<file path="src/rtl/core/r2fft_pkg.sv">
`timescale 1ns / 1ps
package r2fft_pkg;

    // Default build values
    localparam int MAX_POINTS_DEF    = 64;
    localparam int SAMPLE_WIDTH_DEF  = 16;
    localparam int TWIDDLE_WIDTH_DEF = 16;

    // Bin growth over six stages
    localparam int GROWTH = 6;
    // Twiddle index width: W_64^k with k in 0..31
    localparam int KW     = 5;
    // Size code that selects 32 points
    localparam logic [2:0] SIZE_32 = 3'd5;
    localparam logic [2:0] SIZE_64 = 3'd6;

    typedef enum logic [3:0] {
        ST_LOAD,
        ST_RD_A,
        ST_RD_B,
        ST_MUL,
        ST_SUM,
        ST_WR_A,
        ST_WR_B,
        ST_OUT_RD,
        ST_OUT_CAP,
        ST_OUT_HOLD
    } state_t;

    // Commands from the controller to the datapath
    typedef struct packed {
        logic load;     // store the accepted sample
        logic start;    // begin the transform
        logic rd_a;     // read upper butterfly leg
        logic rd_b;     // read lower leg, capture upper
        logic mul;      // form the four partial products
        logic sum;      // round the complex product
        logic wr_a;     // write a + p
        logic wr_b;     // write a - p, step the butterfly
        logic out_rd;   // read the next bin
        logic out_cap;  // load the output register
        logic out_adv;  // step the bin counter
    } cmd_t;

    // Status from the datapath to the controller
    typedef struct packed {
        logic block_last; // current sample closes the block
        logic xform_last; // current butterfly is the final one
        logic out_last;   // current bin is the final one
    } stat_t;

    // cos(pi*k/32) for k = 0..16 at 2^31
    function automatic logic [31:0] cos_q31(input logic [KW-1:0] idx);
        logic [31:0] c;
        unique case (idx)
            5'd0:    c = 32'd2147483648;
            5'd1:    c = 32'd2137142927;
            5'd2:    c = 32'd2106220352;
            5'd3:    c = 32'd2055013723;
            5'd4:    c = 32'd1984016189;
            5'd5:    c = 32'd1893911494;
            5'd6:    c = 32'd1785567396;
            5'd7:    c = 32'd1660027308;
            5'd8:    c = 32'd1518500250;
            5'd9:    c = 32'd1362349204;
            5'd10:   c = 32'd1193077991;
            5'd11:   c = 32'd1012316784;
            5'd12:   c = 32'd821806413;
            5'd13:   c = 32'd623381598;
            5'd14:   c = 32'd418953276;
            5'd15:   c = 32'd210490206;
            default: c = 32'd0;
        endcase
        return c;
    endfunction

endpackage

</file>
<file path="src/rtl/core/r2fft_ctrl.sv">
`timescale 1ns / 1ps
module r2fft_ctrl (
    input  logic              aclk,
    input  logic              aresetn,
    input  logic              s_valid,
    output logic              s_ready,
    output logic              m_valid,
    input  logic              m_ready,
    output r2fft_pkg::cmd_t   cmd,
    input  r2fft_pkg::stat_t  stat
);
    import r2fft_pkg::*;

    state_t state_reg, state_next;

    // State register
    always_ff @(posedge aclk) begin
        if (!aresetn) begin
            state_reg <= ST_LOAD;
        end else begin
            state_reg <= state_next;
        end
    end

    // Next state
    always_comb begin
        state_next = state_reg;
        unique case (state_reg)
            ST_LOAD: begin
                if (s_valid && stat.block_last) state_next = ST_RD_A;
            end
            ST_RD_A:    state_next = ST_RD_B;
            ST_RD_B:    state_next = ST_MUL;
            ST_MUL:     state_next = ST_SUM;
            ST_SUM:     state_next = ST_WR_A;
            ST_WR_A:    state_next = ST_WR_B;
            ST_WR_B:    state_next = stat.xform_last ? ST_OUT_RD : ST_RD_A;
            ST_OUT_RD:  state_next = ST_OUT_CAP;
            ST_OUT_CAP: state_next = ST_OUT_HOLD;
            ST_OUT_HOLD: begin
                if (m_ready) state_next = stat.out_last ? ST_LOAD : ST_OUT_RD;
            end
            default:    state_next = ST_LOAD;
        endcase
    end

    // Outputs
    always_comb begin
        cmd     = '0;
        s_ready = 1'b0;
        m_valid = 1'b0;
        unique case (state_reg)
            ST_LOAD: begin
                s_ready   = 1'b1;
                cmd.load  = s_valid;
                cmd.start = s_valid && stat.block_last;
            end
            ST_RD_A:    cmd.rd_a    = 1'b1;
            ST_RD_B:    cmd.rd_b    = 1'b1;
            ST_MUL:     cmd.mul     = 1'b1;
            ST_SUM:     cmd.sum     = 1'b1;
            ST_WR_A:    cmd.wr_a    = 1'b1;
            ST_WR_B:    cmd.wr_b    = 1'b1;
            ST_OUT_RD:  cmd.out_rd  = 1'b1;
            ST_OUT_CAP: cmd.out_cap = 1'b1;
            ST_OUT_HOLD: begin
                m_valid     = 1'b1;
                cmd.out_adv = m_ready && !stat.out_last;
            end
            default: ;
        endcase
    end

    // A closing sample starts the butterflies right away
    a_close: assert property (@(posedge aclk) disable iff (!aresetn)
        s_valid && s_ready && stat.block_last |=> state_reg == ST_RD_A)
        else $error("block close did not start transform");

    // Input and output sides never open together
    a_excl: assert property (@(posedge aclk) disable iff (!aresetn)
        !(s_ready && m_valid))
        else $error("input and output both active");

    // Final bin transfer returns to loading
    a_done: assert property (@(posedge aclk) disable iff (!aresetn)
        m_valid && m_ready && stat.out_last |=> s_ready)
        else $error("no return to load after last bin");
endmodule

</file>
<file path="config.mk">
export PLATFORM = sky130hd
export DESIGN_NAME = r2fft_ctrl
export DESIGN_NICKNAME = d
export VERILOG_FILES = /design/src/rtl/core/r2fft_pkg.sv /design/src/rtl/core/r2fft_ctrl.sv
export SDC_FILE = /design/constraint.sdc
export NUM_CORES = 1
export LEC_CHECK = 0
export ABC_CLOCK_PERIOD_IN_PS = 1200
export BUFFER_PORTS_ARGS = -buffer_cell sky130_fd_sc_hd__buf_2
export CORE_AREA = 4 4 41 43
export DETAILED_ROUTE_END_ITERATION = 7
export DIE_AREA = 0 0 45 47
export MAX_ROUTING_LAYER = met4
export REMOVE_ABC_BUFFERS = 1
export SYNTH_ARGS = -nofsm -noshare
export SYNTH_HDL_FRONTEND = slang
export SYNTH_SLANG_ARGS = --single-unit
</file>
<file path="constraint.sdc">
create_clock -name aclk -period 1.2 [get_ports aclk]
set_clock_uncertainty 0.05 [all_clocks]
set_input_delay 0.06 -clock aclk [delete_from_list [all_inputs] [get_ports aclk]]
set_output_delay 0.06 -clock aclk [all_outputs]
set_load 0.05 [all_outputs]
</file>
==> results of run 1 <==
-- logic make-up (layout without fill, tap and decap cells) --
logic type,count (synthesis),count (layout),synth area share (%)
and+or+nand+nor,28,28,44.3
AOI/OAI and AO/OA,10,10,19.1
buffers and inverters,7,47,12.9
DFF,4,4,20.7
muxes,1,1,2.91
-- what timing repair did --
action                                  4_1_cts  5_1_grt
resized for setup                            60       19
buffers inserted                              8        3
hold endpoints to repair                      1        0
hold buffers                                  1        0
pin swaps                                    11        9
endpoints found under the setup margin       16       16
-- power by group --
group          internal [mW]  switching [mW]
Clock                  0.112          0.0528
Sequential             0.130         0.00798
Combinational          0.100           0.106
-- stage by stage --
stage                     setup WS (ns)  area, um^2
after global routing             -0.306         931
final                            -0.235         931
after global placement           -0.170         544
after floorplan                  -0.664         348
after CTS                        -0.222         830
after detailed placement         -0.178         544
-- cell usage in the layout, fill, tap and decap left out, types with 2 or more instances in the layout --
cell type,count
buf_6,21
buf_8,3
inv_1,2
and2_1,2
buf_2,6
and3_4,2
nand2_2,2
nand2_1,3
nor3_4,3
nand2b_4,3
dfxtp_4,4
buf_4,10
nor2_4,5
clkbuf_4,3
-- final cells by class --
type                    count  area share, %
repair buffers             41           42.6
well taps                  15           2.02
multi-input cells          39           41.5
flip-flops and latches      4           10.2
clock buffers               3           2.42
inverters                   3           1.21
-- path summary, 6_finish.rpt --
path	from	endpoint	slack, ns	depth (start not counted)
setup / recovery	state_reg[1]	cmd[5]	-0.23	5
hold / removal	stat[2]	state_reg[0]	0.12	3
setup reg to reg	state_reg[2]	state_reg[2]	-0.12	5
hold reg to reg	state_reg[3]	state_reg[2]	0.62	2
-- critical path: cells and delay by family (launching register included) --
family	cells	cell delay, ns
buf+inv	3	0.46
flops	1	0.36
simple gates	2	0.27
-- metal layers --
| layer | wire length, um | global-route usage (%) | up-vias | share of wire (%) |
|---|---|---|---|---|
| li1 | - | - | 257 | - |
| met1 | 686 | 16.2 | 253 | 46 |
| met2 | 749 | 25.7 | 11 | 50 |
| met3 | 38 | 1.92 | 4 | 2.5 |
| met4 | 31 | 8.77 | 0 | 2.1 |
| met5 | 0 | - | - | 0 |
-- synth_stat cells, types with 2 or more instances --
cell / number
nand2b_1: 4
nand2_1: 6
inv_1: 3
nor2b_1: 2
dfxtp_1: 4
nor2_1: 4
o21ai_0: 2
buf_6: 3
and3_1: 2
a21oi_1: 2
nor3_1: 4
and2_1: 2
==> flow_summary.yaml, run 1 <==
timing:
  max-slew-margin-rel_pct: 79.7
  post-route-min-period_ns: 1.43
  hold_viol: 0
  grt_setup_unrepaired: "true"
  worst_hold_slack_ns: 0.124
  setup_ws_ns: -0.235
  fmax_mhz: 697
  min_period_over_period_pct: 120
  worst_slew_pin_slew_ns: 0.301
  maxSlewViolCount: 0
  setup_viol: 16
  setup_tns_ns: -2.16
power_and_ir_drop:
  peakVddDrop_uv: 460
  power_density_nw_per_um2: 546
  total_power_mw: 0.509
  p_leak_nw: 0.392
clock_network:
  cts_max_path_buffers: 2
  clock-sinks: 4
  htree_levels: 1
  clk_latency_ns: 0.23
  clk_pin_slew_worst_paths_ns: 0.04
  cts_buffers: 3
  cts_tree: "done"
  cts_root_buf: "clkbuf_4"
synth:
  yosys_warnings: 0
  yosysSeqAreaShare_pct: 20.7
  yosys.cell_types.count: 24
  yosysTopAreaCell: "dfxtp_1"
  synth_ff_type: "dfxtp_1"
  ys_top_cells_by_area: "dfxtp_1 (21%), buf_6 (8.7%), nand2b_1 (6.5%)"
  synth_top_area_share_pct: 20.7
  netlist_area_um2: 387
  async_reset_ff_share_pct: 0
  synth_seq_cells: 4
  synth_edf_count: 0
  syn_inst: 50
  avgSynthCellArea_um2: 7.73
detailed_routing:
  drc: 0
  vias_per_cell: 5.00
  antenna_left: 0
  num_vias: 525
  wl_mm: 1.51
  drt_iter0_drc: 4
  first_pass_iters: 3
  wl_per_cell_um: 14.3
floorplan:
  core_area_um2: 1300
  dieArea_um2: 2120
  dieWidth_um: 45
  pin_count: 20
  row_count: 13
  die_h_um: 47
  start_util_pct: 29.7
global_route:
  grt_max_degree: 8
  grt_pass1_wl_mm: 2.21
  grt_pass1_vias: 547
  grt-ovfl-total: 0
  antenna_found_initial: 0
  grt_use_total_pct: 14.9
finish:
  area_growth_pct: 141
  multi_input_area_um2: 387
  fillers: 97
  finalNonFillerCells: 105
  seq_area_um2: 95.1
  diodes: 0
  nNetsFinal: 99
  post-route-util_pct: 71.5
  drive_gt1_share_pct: 80.0
  largest_register_ffs: 4
worst_setup_path:
  critPathLaunchType: "flop"
  path_max_fanout: 4
  critPathSlowestCell: "dfxtp_4"
  worst_ep_required_time_ns: 1.09
  path_common_cell: "buf_6"
  critPathKind: "flop to output port"
  crit_arrival_ns: 1.32
  path_cells: "buf_4 > buf_6 > nand2b_4 > nor3_4 > buf_6"
  critical_path.max_stage_delay_ns: 0.36
  cp-end-kind: "output port"
outcome:
  violations: "setup timing"
  status: "finished with violations"
placement:
  hpwl_um: 859
  gp_congestion: 0.804
  place_inst: 91
  numPortBuffers: 19
min_path:
  min-delay-path-class: "input pin to flop"
flow_run:
  maxCapViolCount: 0
Power figures use the tool's default switching activity.
==> inputs of run 2 (changes only) <==
- CORE_AREA: 4 4 41 43 -> 2 2 39 41
- DIE_AREA: 0 0 45 47 -> 0 0 41 43
==> run 2 against run 1 <==
Against the previous run:
- the run still ends with setup timing left
- setup slack improved by 0.0044 ns
- worst hold slack improved by 0.032 ns
- die area shrank 17%
==> flow_summary.yaml, run 2 (synthesis results as in run 1) <==
outcome:
  status: "finished with violations"
  violations: "setup timing"
timing:
  maxSlewViolCount: 0
  setup_viol: 15
  setup_tns_ns: -2.06
  min_period_over_period_pct: 119
  grt_setup_unrepaired: "true"
  hold_viol: 0
  post-route-min-period_ns: 1.43
  max-slew-margin-rel_pct: 80.3
  worst_hold_slack_ns: 0.156
  worst_slew_pin_slew_ns: 0.293
  setup_ws_ns: -0.230
  fmax_mhz: 699
floorplan:
  dieWidth_um: 41
  start_util_pct: 27.9
  dieArea_um2: 1760
  die_h_um: 43
  core_area_um2: 1380
  pin_count: 20
  row_count: 14
finish:
  post-route-util_pct: 67.5
  multi_input_area_um2: 385
  diodes: 0
  design_area_um2: 935
  finalNonFillerCells: 107
  layout_common_cells: "buf_6 (18), buf_4 (13), buf_2 (6)"
  seq_area_um2: 95.1
  fillers: 106
  final_common_cell: "buf_6"
  area_growth_pct: 142
  largest_register_ffs: 4
  drive_gt1_share_pct: 78.0
  nNetsFinal: 100
detailed_routing:
  vias_per_cell: 4.95
  drc: 0
  drt_iter0_drc: 4
  wl_mm: 1.56
  first_pass_iters: 4
  num_vias: 530
  antenna_left: 0
  wl_per_cell_um: 14.6
placement:
  numPortBuffers: 19
  place_inst: 90
  gp_congestion: 0.866
  pre_cts_slack_ns: -0.145
  hpwl_um: 816
  placed_area_um2: 531
global_route:
  grt_pass1_wl_mm: 2.11
  grt-ovfl-total: 0
  antenna_found_initial: 0
  grt_pass1_vias: 524
  grt_use_total_pct: 18.0
  grt_max_degree: 8
clock_network:
  clock-sinks: 4
  cts_max_path_buffers: 2
  clk_pin_slew_worst_paths_ns: 0.04
  cts_buffers: 3
  htree_levels: 1
  cts_root_buf: "clkbuf_4"
  cts_tree: "done"
  clk_latency_ns: 0.23
worst_setup_path:
  ff2ff_setup_slack_ns: -0.14
  worstReg2RegStart: "state_reg[0]"
  cp-end-kind: "output port"
  worst_ep_required_time_ns: 1.09
  crit_arrival_ns: 1.32
  critPathKind: "flop to output port"
  critPathSlowestCell: "dfxtp_4"
  r2r-end: "state_reg[1]"
  critPathLaunchType: "flop"
  path_max_fanout: 5
  path_delay_family: "simple AND/OR/NAND/NOR gates"
  ff2ff_path_depth: 5
  critical_path.max_stage_delay_ns: 0.36
  worstPathBufferInverterCount: 1
  path_cells: "nor4_4 > and3_1 > buf_6"
power_and_ir_drop:
  internal-power_mw: 0.336
  seq_power_share_pct: 27.3
  pwr-share-comb_pct: 38.8
  power_density_nw_per_um2: 543
  switching_share_pct: 33.8
  peakVddDrop_uv: 481
  p_clk_share_pct: 33.9
  total_power_mw: 0.508
  p_switching_mw: 0.171
  p_leak_nw: 0.405
flow_run:
  maxCapViolCount: 0
min_path:
  min-delay-path-class: "input pin to flop"
  min_to: "state_reg[0]"
  hold_depth: 3
  min_from: "stat[2]"
-- run 2: worst max-delay path by stage --
stage / from / to / slack (ns) / cells past startpoint
6_report: state_reg[0] / cmd[9] / -0.23 / 3
3_5_place_dp: state_reg[0] / cmd[0] / -0.14 / 3
3_3_place_gp: state_reg[0] / cmd[0] / -0.13 / 3
4_1_cts: state_reg[0] / cmd[9] / -0.23 / 3
5_1_grt: state_reg[1] / cmd[0] / -0.27 / 4
2_1_floorplan: state_reg[0] / cmd[8] / -0.66 / 2
-- run 2: cell type report --
type / count / area share [%]
multi-input combinational: 39 / 41.2
timing repair buffer: 42 / 42.8
inverter: 3 / 1.20
clock buffer: 3 / 2.41
sequential: 4 / 10.2
tap: 16 / 2.14
-- run 2: worst min-delay path, stage by stage --
cell and delay [ns]:
buf_2 0.10, nand2_1 0.11, a311oi_2 0.12
-- run 2: power groups by stage --
stage / registers (mW) / logic [mW] / clock network (mW)
after floorplan: 0.147 / 0.0748 / 0
after global routing: 0.139 / 0.207 / 0.185
final: 0.139 / 0.197 / 0.172
after CTS: 0.141 / 0.179 / 0.175
after global placement: 0.148 / 0.117 / 0
after detailed placement: 0.148 / 0.118 / 0
-- run 2: repair_timing --
action / in CTS / in global routing
endpoints found under the hold margin: 1 / 0
hold buffers: 1 / 0
setup endpoints to repair: 16 / 17
resized for setup: 61 / 17
pin swaps: 9 / 8
buffers inserted: 10 / 4
-- run 2: layer usage --
| layer | vias to the layer above | share of wire (%) | track usage [%] | routed length (um) |
|---|---|---|---|---|
| met5 | - | 0 | - | 0 |
| met4 | 0 | 1.1 | 10.7 | 17 |
| met3 | 2 | 3.8 | 2.09 | 59 |
| met2 | 15 | 58 | 31.3 | 902 |
| met1 | 253 | 37 | 17.6 | 583 |
| li1 | 260 | - | - | - |
